### src/cxw_pkg.sv
`timescale 1ns / 1ps
package cxw_pkg;

	localparam int CFG_IDX_W = 3;

	// register indexes on the config port
	localparam logic [CFG_IDX_W-1:0] CFG_DECRYPT_MODE = 3'd0;
	localparam logic [CFG_IDX_W-1:0] CFG_INIT_VECTOR  = 3'd1;
	localparam logic [CFG_IDX_W-1:0] CFG_KEY_BYTE     = 3'd2;
	localparam logic [CFG_IDX_W-1:0] CFG_KEY_HALF     = 3'd3;
	localparam logic [CFG_IDX_W-1:0] CFG_KEY_WORD     = 3'd4;
	localparam logic [CFG_IDX_W-1:0] CFG_BYTE_COUNT   = 3'd5;
	localparam logic [CFG_IDX_W-1:0] CFG_START_OFFSET = 3'd6;

	localparam logic [23:0] BYTE_COUNT_RST = 24'd1;

	typedef struct packed {
		logic                 valid;
		logic [CFG_IDX_W-1:0] index;
		logic [31:0]          data;
	} cfg_wr_t;

	// classified word handed from front to back
	typedef struct packed {
		logic [31:0] word;
		logic [3:0]  nmask;
		logic        last;
		logic        first;
	} item_t;

	typedef struct packed {
		logic [31:0] word;
		logic [3:0]  nmask;
		logic        last;
	} result_t;

	// low 'lanes' bits set, lanes in 0..4
	function automatic logic [3:0] lane_mask(input logic [2:0] lanes);
		logic [3:0] m;
		case (lanes)
			3'd0: m = 4'b0000;
			3'd1: m = 4'b0001;
			3'd2: m = 4'b0011;
			3'd3: m = 4'b0111;
			default: m = 4'b1111;
		endcase
		return m;
	endfunction

	function automatic logic [31:0] byte_wmask(input logic [3:0] nmask);
		return {{8{nmask[3]}}, {8{nmask[2]}}, {8{nmask[1]}}, {8{nmask[0]}}};
	endfunction

	function automatic logic [31:0] ror1(input logic [31:0] x);
		return {x[0], x[31:1]};
	endfunction

endpackage

### src/cxw_front.sv
`timescale 1ns / 1ps
module cxw_front
	import cxw_pkg::*;
(
	input  logic        clk,
	input  logic        arst_n,
	input  cfg_wr_t     cfg,
	input  logic        accept,
	input  logic [31:0] in_word,
	output item_t       item
);

	logic [23:0] byte_count_q;
	logic [1:0]  start_offset_q;
	logic [23:0] bytes_done_q;

	logic        first;
	logic [23:0] remaining;
	logic [2:0]  base_lanes;
	logic [2:0]  lanes;
	logic        last;
	logic [3:0]  nmask;

	always_comb begin
		first      = (bytes_done_q == 24'd0);
		remaining  = byte_count_q - bytes_done_q;
		base_lanes = 3'd4 - {1'b0, start_offset_q};
		if (first) begin
			lanes = base_lanes;
			if (remaining != 24'd0 && remaining < {21'd0, base_lanes}) begin
				lanes = remaining[2:0];
			end
			nmask = lane_mask(lanes) << start_offset_q;
		end else begin
			lanes = (remaining < 24'd4) ? remaining[2:0] : 3'd4;
			nmask = lane_mask(lanes);
		end
		last = ({21'd0, lanes} >= remaining);
	end

	assign item = '{word: in_word, nmask: nmask, last: last, first: first};

	always_ff @(posedge clk or negedge arst_n) begin
		if (!arst_n) begin
			byte_count_q   <= BYTE_COUNT_RST;
			start_offset_q <= 2'd0;
			bytes_done_q   <= 24'd0;
		end else if (cfg.valid) begin
			case (cfg.index)
				CFG_BYTE_COUNT:   byte_count_q   <= cfg.data[23:0];
				CFG_START_OFFSET: start_offset_q <= cfg.data[1:0];
				default: ;
			endcase
			bytes_done_q <= 24'd0;
		end else if (accept) begin
			bytes_done_q <= last ? 24'd0 : bytes_done_q + {21'd0, lanes};
		end
	end

endmodule

### src/cxw_queue.sv
`timescale 1ns / 1ps
module cxw_queue
	import cxw_pkg::*;
(
	input  logic  clk,
	input  logic  arst_n,
	input  logic  push,
	input  item_t wr_item,
	output logic  full,
	input  logic  pop,
	output item_t rd_item,
	output logic  empty
);

	item_t      mem_q [2];
	logic       wr_ptr_q;
	logic       rd_ptr_q;
	logic [1:0] count_q;
	logic       do_push;
	logic       do_pop;

	assign full    = (count_q == 2'd2);
	assign empty   = (count_q == 2'd0);
	assign do_push = push && !full;
	assign do_pop  = pop && !empty;
	assign rd_item = mem_q[rd_ptr_q];

	always_ff @(posedge clk) begin
		if (do_push) begin
			mem_q[wr_ptr_q] <= wr_item;
		end
	end

	always_ff @(posedge clk or negedge arst_n) begin
		if (!arst_n) begin
			wr_ptr_q <= 1'b0;
			rd_ptr_q <= 1'b0;
			count_q  <= 2'd0;
		end else begin
			if (do_push) begin
				wr_ptr_q <= !wr_ptr_q;
			end
			if (do_pop) begin
				rd_ptr_q <= !rd_ptr_q;
			end
			count_q <= count_q + {1'b0, do_push} - {1'b0, do_pop};
		end
	end

endmodule

### src/cxw_back.sv
`timescale 1ns / 1ps
module cxw_back
	import cxw_pkg::*;
(
	input  logic    clk,
	input  logic    arst_n,
	input  cfg_wr_t cfg,
	input  logic    item_valid,
	input  item_t   item,
	output logic    item_take,
	output result_t res,
	output logic    res_empty,
	input  logic    res_pop
);

	// configuration
	logic        decrypt_q, decrypt_d;
	logic [31:0] iv_q, iv_d;
	logic [7:0]  kb_q, kb_d;
	logic [15:0] kh_q, kh_d;
	logic [31:0] kw_q, kw_d;

	// running cipher state
	logic [31:0] chain_q, slow_q, mid_q, fast_q;
	logic [6:0]  cnt_q;

	logic [6:0]  cnt_n;
	logic [31:0] slow_n, mid_n, fast_n, wmask, merged, chain_n;

	// result queue
	result_t    res_mem_q [2];
	logic       res_wr_q, res_rd_q;
	logic [1:0] res_cnt_q;
	logic       res_do_pop;

	always_comb begin
		decrypt_d = decrypt_q;
		iv_d      = iv_q;
		kb_d      = kb_q;
		kh_d      = kh_q;
		kw_d      = kw_q;
		case (cfg.index)
			CFG_DECRYPT_MODE: decrypt_d = cfg.data[0];
			CFG_INIT_VECTOR:  iv_d      = cfg.data;
			CFG_KEY_BYTE:     kb_d      = cfg.data[7:0];
			CFG_KEY_HALF:     kh_d      = cfg.data[15:0];
			CFG_KEY_WORD:     kw_d      = cfg.data;
			default: ;
		endcase
	end

	always_comb begin
		cnt_n  = item.first ? cnt_q : cnt_q + 7'd1;
		fast_n = item.first ? fast_q : ror1(fast_q);
		mid_n  = (!item.first && cnt_n[4:0] == 5'd1) ? ror1(mid_q) : mid_q;
		slow_n = (!item.first && cnt_n == 7'd1) ? ror1(slow_q) : slow_q;
		wmask  = byte_wmask(item.nmask);
		merged = (item.word & ~wmask) |
			((item.word ^ chain_q ^ slow_n ^ mid_n ^ fast_n) & wmask);
		chain_n = decrypt_q ? item.word : merged;
	end

	assign item_take  = item_valid && (res_cnt_q != 2'd2);
	assign res_empty  = (res_cnt_q == 2'd0);
	assign res_do_pop = res_pop && !res_empty;
	assign res        = res_mem_q[res_rd_q];

	always_ff @(posedge clk or negedge arst_n) begin
		if (!arst_n) begin
			decrypt_q <= 1'b0;
			iv_q      <= 32'd0;
			kb_q      <= 8'd0;
			kh_q      <= 16'd0;
			kw_q      <= 32'd0;
			chain_q   <= 32'd0;
			slow_q    <= 32'd0;
			mid_q     <= 32'd0;
			fast_q    <= 32'd0;
			cnt_q     <= 7'd0;
		end else if (cfg.valid) begin
			decrypt_q <= decrypt_d;
			iv_q      <= iv_d;
			kb_q      <= kb_d;
			kh_q      <= kh_d;
			kw_q      <= kw_d;
			chain_q   <= iv_d;
			slow_q    <= {4{kb_d}};
			mid_q     <= {2{kh_d}};
			fast_q    <= kw_d;
			cnt_q     <= 7'd0;
		end else if (item_take) begin
			if (item.last) begin
				chain_q <= iv_q;
				slow_q  <= {4{kb_q}};
				mid_q   <= {2{kh_q}};
				fast_q  <= kw_q;
				cnt_q   <= 7'd0;
			end else begin
				chain_q <= chain_n;
				slow_q  <= slow_n;
				mid_q   <= mid_n;
				fast_q  <= fast_n;
				cnt_q   <= cnt_n;
			end
		end
	end

	always_ff @(posedge clk) begin
		if (item_take) begin
			res_mem_q[res_wr_q] <= '{word: merged, nmask: item.nmask, last: item.last};
		end
	end

	always_ff @(posedge clk or negedge arst_n) begin
		if (!arst_n) begin
			res_wr_q  <= 1'b0;
			res_rd_q  <= 1'b0;
			res_cnt_q <= 2'd0;
		end else begin
			if (item_take) begin
				res_wr_q <= !res_wr_q;
			end
			if (res_do_pop) begin
				res_rd_q <= !res_rd_q;
			end
			res_cnt_q <= res_cnt_q + {1'b0, item_take} - {1'b0, res_do_pop};
		end
	end

endmodule

### src/chained_xor_word_cipher.sv
`timescale 1ns / 1ps
// Channel   | Handshake                | Payload
// ----------+--------------------------+---------------------------------
// source    | push / full              | in_word[31:0]
// result    | pop / empty              | out_word[31:0], byte_mask[3:0], last_word
// config    | cfg_valid / cfg_ready    | cfg_index[2:0], cfg_data[31:0]
//
// Throughput: one word per cycle whenever neither side stalls.
// A pushed word is registered in the hand-off queue (front classify), then
// in the result queue (back cipher), before it shows with empty low.
// Reset clears both queues and loads the register reset values (byte_count
// 1, all else 0); the transfer state comes up reloaded.
// A stalled result side fills the result queue, then the hand-off queue,
// then raises full. cfg_ready is always high; a write reloads the state.
module chained_xor_word_cipher
	import cxw_pkg::*;
(
	input  logic                 clk,
	input  logic                 arst_n,
	// source words
	input  logic                 push,
	output logic                 full,
	input  logic [31:0]          in_word,
	// results
	output logic                 empty,
	input  logic                 pop,
	output logic [31:0]          out_word,
	output logic [3:0]           byte_mask,
	output logic                 last_word,
	// configuration writes
	input  logic                 cfg_valid,
	output logic                 cfg_ready,
	input  logic [CFG_IDX_W-1:0] cfg_index,
	input  logic [31:0]          cfg_data
);

	cfg_wr_t cfg;
	logic    accept;
	item_t   fe_item;
	item_t   be_item;
	logic    mid_full;
	logic    mid_empty;
	logic    be_take;
	result_t res;

	// config port never stalls; writes must only arrive while idle, which the block does not enforce
	assign cfg_ready = 1'b1;
	assign cfg       = '{valid: cfg_valid, index: cfg_index, data: cfg_data};

	// source transaction taken whenever the hand-off queue has room
	assign full   = mid_full;
	assign accept = push && !mid_full;

	// front: tracks bytes done, works out lane mask, first and last flags
	cxw_front u_front (
		.clk     (clk),
		.arst_n  (arst_n),
		.cfg     (cfg),
		.accept  (accept),
		.in_word (in_word),
		.item    (fe_item)
	);

	// two-entry hand-off between classify and cipher
	cxw_queue u_mid (
		.clk     (clk),
		.arst_n  (arst_n),
		.push    (accept),
		.wr_item (fe_item),
		.full    (mid_full),
		.pop     (be_take),
		.rd_item (be_item),
		.empty   (mid_empty)
	);

	// back: key schedule, XOR merge, chaining, result queue
	cxw_back u_back (
		.clk        (clk),
		.arst_n     (arst_n),
		.cfg        (cfg),
		.item_valid (!mid_empty),
		.item       (be_item),
		.item_take  (be_take),
		.res        (res),
		.res_empty  (empty),
		.res_pop    (pop)
	);

	assign out_word  = res.word;
	assign byte_mask = res.nmask;
	assign last_word = res.last;

endmodule

### config.mk
export PLATFORM = sky130hd
export DESIGN_NAME = chained_xor_word_cipher
export DESIGN_NICKNAME = d
export VERILOG_FILES = /design/src/cxw_pkg.sv /design/src/cxw_front.sv /design/src/cxw_queue.sv /design/src/cxw_back.sv /design/src/chained_xor_word_cipher.sv
export SDC_FILE = /design/constraint.sdc
export NUM_CORES = 1
export LEC_CHECK = 0
export BUFFER_PORTS_ARGS = -buffer_cell sky130_fd_sc_hd__buf_2
export CAP_MARGIN = 20
export CORE_MARGIN = 5
export CORE_UTILIZATION = 50
export CTS_CLUSTER_SIZE = 40
export DETAILED_ROUTE_END_ITERATION = 7
export PLACE_DENSITY_LB_ADDON = 0.08
export SETUP_SLACK_MARGIN = 0.3
export SKIP_CTS_REPAIR_TIMING = 1
export SYNTH_ARGS = -nofsm -noshare
export SYNTH_HDL_FRONTEND = slang
export SYNTH_SLANG_ARGS = --single-unit
### constraint.sdc
create_clock -name clk -period 11.3 [get_ports clk]
set_clock_uncertainty 0.05 [all_clocks]
set_input_delay 1.13 -clock clk [delete_from_list [all_inputs] [get_ports clk]]
set_output_delay 1.13 -clock clk [all_outputs]
set_load 0.005 [all_outputs]
**Word-level counts from Yosys, hierarchy flattened**

Memories as Yosys holds them, arrays and structs flattened.
Cells that the tools add are included.

- Output and inout port bits: 40
- Flip-flop bits (word level): 282
- Input port bits: 72
- RAM bits: 150
- Memories: 2
- Logic and storage cells: 124

Memory list:

| memory | words | width | read ports | clocked after Yosys merged registers in | write ports | line | source |
|---|---|---|---|---|---|---|---|
| u_mid.mem_q | 2 | 38 | 1 | 0 | 1 | cxw_queue.sv:15 | `item_t mem_q [2];` |
| u_back.res_mem_q | 2 | 37 | 1 | 0 | 1 | cxw_back.sv:31 | `result_t res_mem_q [2];` |

- Mux-type cells: 39
- Equality and inequality tests: 16
- Reduce and logical (&&, ||, !) cells: 28
- Shift operators: 1
- Bitwise gates (word level): 8
- Add/subtract/negate cells: 8
- $lt $le $gt $ge: 3

Operators with widths:

| cell | count |
|---|---|
| 2-to-1 mux 32 bit | 18 |
| bitwise XOR 32 bit | 4 |
| 2-to-1 mux 24 bit | 3 |
| bitwise AND 32 bit | 2 |
| NOT 32 bit | 1 |
| bitwise OR 32 bit | 1 |
| one-hot mux 4 bit (4 select lines) | 2 |
| 2-to-1 mux 7 bit | 4 |
| adder 24 x 3 -> 24 bit | 1 |
| >= comparator 3 x 24 -> 1 bit | 1 |
| zero test 24 bit | 1 |
| < comparator 24 x 3 -> 1 bit | 1 |
| < comparator 24 x 3 -> 1 bit (second input constant) | 1 |
| nonzero test 24 bit | 1 |
| subtractor 24 bit | 1 |
| == test 3 x 2 -> 1 bit (second input constant) | 6 |
| 2-to-1 mux 16 bit | 1 |
| 2-to-1 mux 3 bit | 4 |
| == test 3 x 1 -> 1 bit (second input constant) | 3 |
| == test 3 bit (second input constant) | 3 |
| zero test 3 bit | 3 |
| logical AND 1 bit | 8 |
| zero test 1 bit | 8 |
| 2-to-1 mux 4 bit | 2 |
| 14 further kinds | 23 |

**Logic depth before layout (Yosys ltp)**

Gate-level depths: netlist (run 1).

- Word-level depth: 14
- Depth in mapped cells: 24
- Depth with buffers taken out: 24

**By module**

From an unflattened synthesis (run 1), not the netlist that was laid out.

- Cells, all modules: 2207
- Area total of the unflattened synthesis: 23859.1 sq um

By module, submodules not included:

| module | instances | seq. area each (sq um) | cells each | area each (sq um) |
|---|---|---|---|---|
| cxw_back | 1 | 7927.6 | 1536 | 16425.8 |
| cxw_front | 1 | 1252.5 | 531 | 4418.0 |
| cxw_queue | 1 | 2382.3 | 136 | 2986.6 |
| chained_xor_word_cipher | 1 | 0.0 | 4 | 28.8 |

**Worst setup path before layout (run 1)**

Ideal clock, no wire load.

- Path type: reg-to-reg
- Start: reg u_front.bytes_done_q[9]
- End: reg u_front.bytes_done_q[22]
- Arrival time: 5246 ps
- Cell stages (with the launch flop): 25
- Clock period less this slack: 5434 ps
- Path buffers: 2
- Library setup time: 138 ps
- Slack: 5866 ps
- Data required time: 11112 ps
- Cells stage by stage: dfrtp_1 -> clkbuf_1 -> inv_1 -> ha_1 -> buf_2 -> nand4_1 -> or3_1 -> a211o_1 -> and4_4 -> a2111oi_4 -> nand4_2 -> or3_4 -> or2_1 -> o32ai_1 -> ha_1 -> fa_1 -> a21oi_1 -> nor4_1 -> and3_1 -> and3_1 -> and3_1 -> and3_1 -> nand3_1 -> xnor2_1 -> o22ai_1

- Cells in the longest elaborated chain, start to end: 10
- Elaborated cells on any way between the ends: 15
- Those cells by class: add/sub: 2; order compare: 3; mux: 7; reduce/logical: 3

RTL lines:

| item | line | source |
|---|---|---|
| start: declaration | cxw_front.sv:15 | `logic [23:0] bytes_done_q;` |
| start signal: assignment | cxw_front.sv:56 | `bytes_done_q <= last ? 24'd0 : bytes_done_q + {21'd0, lanes};` |
| subtractor 24 bit | cxw_front.sv:26 | `remaining = byte_count_q - bytes_done_q;` |
| < comparator 24 x 3 -> 1 bit or nonzero test 24 bit (tied branches) | cxw_front.sv:30 | `if (remaining != 24'd0 && remaining < {21'd0, base_lanes}) begin` |
| logical AND 1 bit | cxw_front.sv:30 |  |
| 2-to-1 mux 3 bit | cxw_front.sv:30 |  |
| 2-to-1 mux 3 bit (2 in a row) | cxw_front.sv:28 | `if (first) begin` |
| adder 24 x 3 -> 24 bit or >= comparator 3 x 24 -> 1 bit (tied branches) | cxw_front.sv:56, cxw_front.sv:38 |  |
| 2-to-1 mux 24 bit (*) | cxw_front.sv:56 |  |
| 2-to-1 mux 24 bit (*) | cxw_front.sv:55 | `end else if (accept) begin` |
| 2-to-1 mux 24 bit (*) | cxw_front.sv:48 | `end else if (cfg.valid) begin` |

Mark *: on every way between the ends. The rest lies on a longest branch, timed or not. The select of a mux whose other input is x is not followed.
A chain may end at the register's enable or synchronous reset.

**Final worst setup path (run 1)**

- Start: reg u_front.bytes_done_q[1]
- End: reg u_front.bytes_done_q[23]

Same word-level chain as after synthesis.

==> metrics.cfg, run 1 <==
[outcome]
status=completed

[routing]
wirelength_um=71300
wire_per_inst_um=23.1
drtPass1Iterations=5
drt_iter0_markers=1474
via_count=18422
via_per_inst=5.97
drc_errors=0
ant_nets=0

[die]
die_y_um=229
die_area_um2=52700
io_pins=112
initial_core_util=0.505
core-area_um2=47600
rows=80
chipWidth_um=229

[synthesis]
synthFlopType=dfrtp_1
synth-seq-area-share=0.480
synth-edff-count=150
syn_area_um2=24100
synth_largest_area_cell=dfrtp_1
yosys.area_share.simple=0.129
syn_area_per_cell_um2=10.1
yosysWarnings=0
synthAdderAreaFrac=0.0213
yosysMostFrequentCell=dfrtp_1
synth-xor-area-share=0.0545
synth_area_leaders=dfrtp_1 (29%), edfxtp_1 (19%), mux2_2 (7.6%)
ys_types=81
synth_fp_nets=2498
synth_top_family_by_area=multiplexers
ys_ff_latch=432
muxShareOfSynthArea=0.144
ys_top_cells_by_count=dfrtp_1 (281), nand2_1 (258), a21oi_1 (229)
synth_compound_area_frac=0.138
yosysTopAreaCellShare=0.292
synthArstFlopShare=0.653
synth_cells=2387

[clocking]
cts_tree=built
htreeDepth=2
clkSlewWorstSetupHoldPaths_ns=0.06
cts_buffers=48
cts_sinks=432
clk_latency_ns=0.59
root_buffer=clkbuf_16
clk_path_buf_depth=3

[global_route]
antenna_found_initial=2
grt_pass1_vias=18170
track_usage=0.264
grt-ovfl-total=0
grt_max_degree=153
grt_first_pass_wirelength_um=110000

[setup_path]
crit_slowest_cell=o2111ai_1
crit_family=simple AND/OR/NAND/NOR gates
critPathMaxStageDelay_ns=0.71
cp_max_fo=8
worstPathArrival_ns=6.88
crit_chain=inv_1 > ha_1 > nor2b_1 > o2111ai_1 > a21oi_1 > or4_1 > nor3_1 > nand4_2 > nor4b_2 > mux2i_1 > mux2i_1 > ha_1 > a21o_1 > a21oi_1 > nor3_1 > nor4b_1 > and3_1 > nand3_1 > nor4_1 > xnor2_1 > o21ai_1
required_ns=11.69
path_class=reg -> reg
r2r_setup_slack_ns=4.81
worst-path-buf-inv=1
crit_path_end_kind=flip-flop
worstSetupStartpointType=flip-flop

[timing]
setup_viol=0
finalMaxSlewViolations=0
hold_viol_final=0
finalSetupTns_ns=0
worst_slew_pin_slew_ns=1.03
postLayoutSetupSlackWorst_ns=4.81
grt_setup_unrepaired=no
clock.fmax_ghz=0.154
max-slew-margin-rel=0.312
min_period_ns=6.49
layout_worst_path_cycle_share=0.574

[power]
vdd_drop_max_mv=0.205
power_uw=9480
leakage_uw=0.0113
p_per_area_nw_per_um2=354

[placement]
port_buffers=110
gp_congestion=0.869
post-place-ws_ns=4.88
dp_hpwl_um=49500

[run]
maxCapViolCount=0

[layout]
antenna_cells=0
nNetsFinal=2545
drive_above_1_share=0.173
syn_to_final_growth_pct=11.2

[min_path]
min_path_type=reg -> reg

## cell type report
class	count	area [um2]
clock buffer	67	1330
tap	615	769
clock inverter	22	223
inverter	59	221
multi-input combinational	1750	11800
fill	4184	20900
sequential	432	11600
timing repair buffer	143	837
## logic make-up after synthesis
family / count (synthesis)
compound gates: 548
fa+ha+maj: 40
simple gates: 686
other cells: 1
xor+xnor: 150
mux: 325
buf+inv: 205
flops: 432
## per-layer routing
| layer | share of wire | GRT usage |
|---|---|---|
| met3 | 0.052 | 0.0323 |
| met1 | 0.44 | 0.370 |
| met4 | 0.030 | 0.0812 |
| met2 | 0.48 | 0.433 |
| met5 | 0 | 0 |
## path summary, 6_finish.rpt
kind | startpoint | endpoint | depth (start not counted)
setup reg to reg | u_front.bytes_done_q[1]$_DFFE_PN0P_ | u_front.bytes_done_q[23]$_DFFE_PN0P_ | 21
hold reg to reg | u_back.iv_q[10]$_DFFE_PN0P_ | u_back.iv_q[10]$_DFFE_PN0P_ | 2
setup / recovery | u_front.bytes_done_q[1]$_DFFE_PN0P_ | u_front.bytes_done_q[23]$_DFFE_PN0P_ | 21
min in group asynchronous | arst_n | u_back.kw_q[5]$_DFFE_PN0P_ | 1
hold / removal | u_back.iv_q[10]$_DFFE_PN0P_ | u_back.iv_q[10]$_DFFE_PN0P_ | 2
max in group asynchronous | arst_n | u_back.iv_q[22]$_DFFE_PN0P_ | 2
## registers in the layout, summed over array words and instances, names as in the netlist, 7 cells and up
register,flops
u_back.slow_q,32
u_back.mid_q,32
u_mid.mem_q,76
u_back.kb_q,8
u_back.kw_q,32
u_back.kh_q,16
u_back.cnt_q,7
u_back.iv_q,32
u_front.byte_count_q,24
u_back.res_mem_q,74
u_back.fast_q,32
u_back.chain_q,32
u_front.bytes_done_q,24
## per-stage QoR
| stage | instances | util | cell area (um2) | hold slack [ns] |
|---|---|---|---|---|
| final | 3088 | 0.562 | 26800 | 0.426 |
| after global routing | 3088 | 0.562 | 26800 | 0.442 |
| after CTS | 3085 | 0.562 | 26800 | 0.427 |
| after detailed placement | 2996 | 0.529 | 25200 | 0.413 |
| after global placement | 2996 | 0.529 | 25200 | 0.409 |
| after floorplan | 2387 | - | 24100 | 0.396 |
## tightest hold or removal path, cell delays in order, from the launching register on
cell and delay (ns):
dfrtp_1 0.34, nand2_1 0.05, nand2_1 0.06
## cells in the final DEF (no fill, tap or decap), types with 9 or more instances in the layout
| master | n |
|---|---|
| clkinv_1 | 9 |
| inv_1 | 55 |
| nor3_1 | 55 |
| and3_1 | 14 |
| xnor2_1 | 119 |
| nand4_1 | 17 |
| buf_4 | 30 |
| mux2_2 | 163 |
| dfrtp_1 | 279 |
| o31ai_1 | 11 |
| nand3_1 | 27 |
| clkbuf_1 | 14 |
| o21ai_0 | 125 |
| mux2i_1 | 160 |
| nand3b_1 | 9 |
| nor4_1 | 14 |
| nand2b_1 | 32 |
| clkbuf_16 | 49 |
| nor2_1 | 206 |
| a21oi_1 | 229 |
| a21o_1 | 27 |
| xor2_1 | 31 |
| o21a_1 | 9 |
| a31o_2 | 17 |
| clkinv_2 | 11 |
| edfxtp_1 | 150 |
| ha_1 | 37 |
| nand2_1 | 258 |
| a211oi_1 | 61 |
| buf_2 | 108 |
## where the power goes
group	total (uW)	switching [uW]	internal, uW
Sequential	2910	457	2450
Clock	1570	658	917
Combinational	5000	3000	1990
Total	9480	4120	5360
No activity file was read; power rests on OpenSTA's default activity.
==> inputs of run 2 (changes only) <==
==> constraint.sdc (replaced) <==
create_clock -name clk -period 6.2 [get_ports clk]
set_clock_uncertainty 0.05 [all_clocks]
set_input_delay 0.62 -clock clk [delete_from_list [all_inputs] [get_ports clk]]
set_output_delay 0.62 -clock clk [all_outputs]
set_load 0.005 [all_outputs]
==> metrics.cfg, run 2 (synthesis gave the netlist of run 1 again) <==
[global_route]
track_usage=0.267
grt-ovfl-total=0
grt_first_pass_wirelength_um=111000
antenna_found_initial=2
grt_pass1_vias=18540
grt_max_degree=105

[timing]
setup_viol=0
max-slew-margin-rel=0.250
worst_slew_pin_slew_ns=1.12
hold_viol_final=0
layout_worst_path_cycle_share=0.922
finalMaxSlewViolations=0
min_period_ns=5.72
grt_setup_unrepaired=yes
finalSetupTns_ns=0
postLayoutSetupSlackWorst_ns=0.482
clock.fmax_ghz=0.175

[routing]
wire_per_inst_um=23.1
via_per_inst=6.01
wirelength_um=72000
via_count=18741
drt_iter0_markers=1612
ant_nets=0
drtPass1Iterations=5
drc_errors=0

[setup_path]
path_class=reg -> reg
crit_path_end_kind=flip-flop
crit_chain=inv_1 > ha_1 > nand4_1 > or3_1 > a211o_1 > and4_4 > a2111oi_4 > nand4_2 > or3_4 > or2_4 > o32ai_2 > ha_2 > fa_2 > a21oi_1 > nor4_1 > buf_4 > and3_4 > and3_4 > and3_4 > and3_4 > nand3_1 > xnor2_1 > o22ai_1
critPathMaxStageDelay_ns=0.45
worstSetupStartpointType=flip-flop
worstPathArrival_ns=6.12
required_ns=6.60
crit_slowest_cell=or3_4
cp_max_fo=5
cpMostUsedCell=and3_4

[clocking]
clk_path_buf_depth=3
root_buffer=clkbuf_16
htreeDepth=2
clk_latency_ns=0.60
clkSlewWorstSetupHoldPaths_ns=0.06
cts_sinks=432
cts_buffers=50
cts_tree=built

[die]
die_y_um=229
rows=80
initial_core_util=0.505
core-area_um2=47600
chipWidth_um=229
io_pins=112
die_area_um2=52700

[layout]
regArea_um2=11600
largest_reg_flops=76
utilization=0.574
largest_register=u_mid.mem_q
top_regs=u_mid.mem_q x76, u_back.res_mem_q x74
final_cell_mix=dfrtp_1 (277), nand2_1 (258), a21oi_1 (227)
nNetsFinal=2573
drive_above_1_share=0.196
antenna_cells=0
mostFrequentLayoutCell=dfrtp_1
multi_input_area_um2=12100
syn_to_final_growth_pct=13.5
nFillCells=4093

[placement]
post-place-ws_ns=0.243
gp_congestion=0.885
port_buffers=110
dp_hpwl_um=49700

[power]
power_uw=17600
vdd_drop_max_mv=0.354
p_per_area_nw_per_um2=642
leakage_uw=0.0114

[min_path]
min_path_type=in -> reg

[run]
maxCapViolCount=0

[outcome]
status=completed

run 2: area by class of cell:
cell class	instances	area share
Timing Repair Buffer	169	0.0385
Clock buffer	83	0.0574
Inverter	59	0.00810
Multi-Input combinational cell	1750	0.442
Tap cell	615	0.0281
Clock inverter	11	0.00297
Sequential cell	432	0.423
run 2: where the power goes:
part	switching [uW]	internal (uW)	leakage [uW]
clock	1220	1730	0.000817
combinational	5620	3740	0.00577
sequential	775	4470	0.00486
run 2: critical path: cells and delay by family, from the launching register on:
family | cells | cell delay, ns
adder cells (fa/ha/maj) | 3 | 0.80
buffers and inverters | 2 | 0.27
AND/OR/NAND/NOR | 12 | 2.84
AO/OA/AOI/OAI | 5 | 1.08
XOR/XNOR | 1 | 0.15
flip-flops | 1 | 0.39
run 2: path summary, 6_finish.rpt:
path | start | end | slack, ns | cells after the start
setup / recovery | u_front.bytes_done_q[13]$_DFFE_PN0P_ | u_front.bytes_done_q[22]$_DFFE_PN0P_ | 0.48 | 23
hold / removal | in_word[19] | u_mid.mem_q[1][25]$_DFFE_PP_ | 0.16 | 1
setup reg to reg | u_front.bytes_done_q[13]$_DFFE_PN0P_ | u_front.bytes_done_q[22]$_DFFE_PN0P_ | 0.48 | 23
hold reg to reg | u_back.iv_q[9]$_DFFE_PN0P_ | u_back.iv_q[9]$_DFFE_PN0P_ | 0.43 | 2
max in group asynchronous | arst_n | u_mid.rd_ptr_q$_DFFE_PN0P_ | 4.33 | 3
min in group asynchronous | arst_n | u_back.fast_q[5]$_DFFE_PN0P_ | 0.49 | 2
run 2: stage by stage:
stage,instance area [um2],instances,hold WS (ns)
after global routing,27300,3119,0.124
after CTS,27000,3110,-0.104
after global placement,25400,3015,0.409
after detailed placement,25400,3016,0.413
final,27300,3119,0.155
after floorplan,24100,2387,0.274
run 2: metal layers:
metal / part of all wire / vias up / track usage
met5: 0 / - / 0
met3: 0.053 / 113 / 0.0359
li1: - / 8717 / -
met1: 0.44 / 9346 / 0.370
met4: 0.027 / 0 / 0.0772
met2: 0.48 / 565 / 0.441
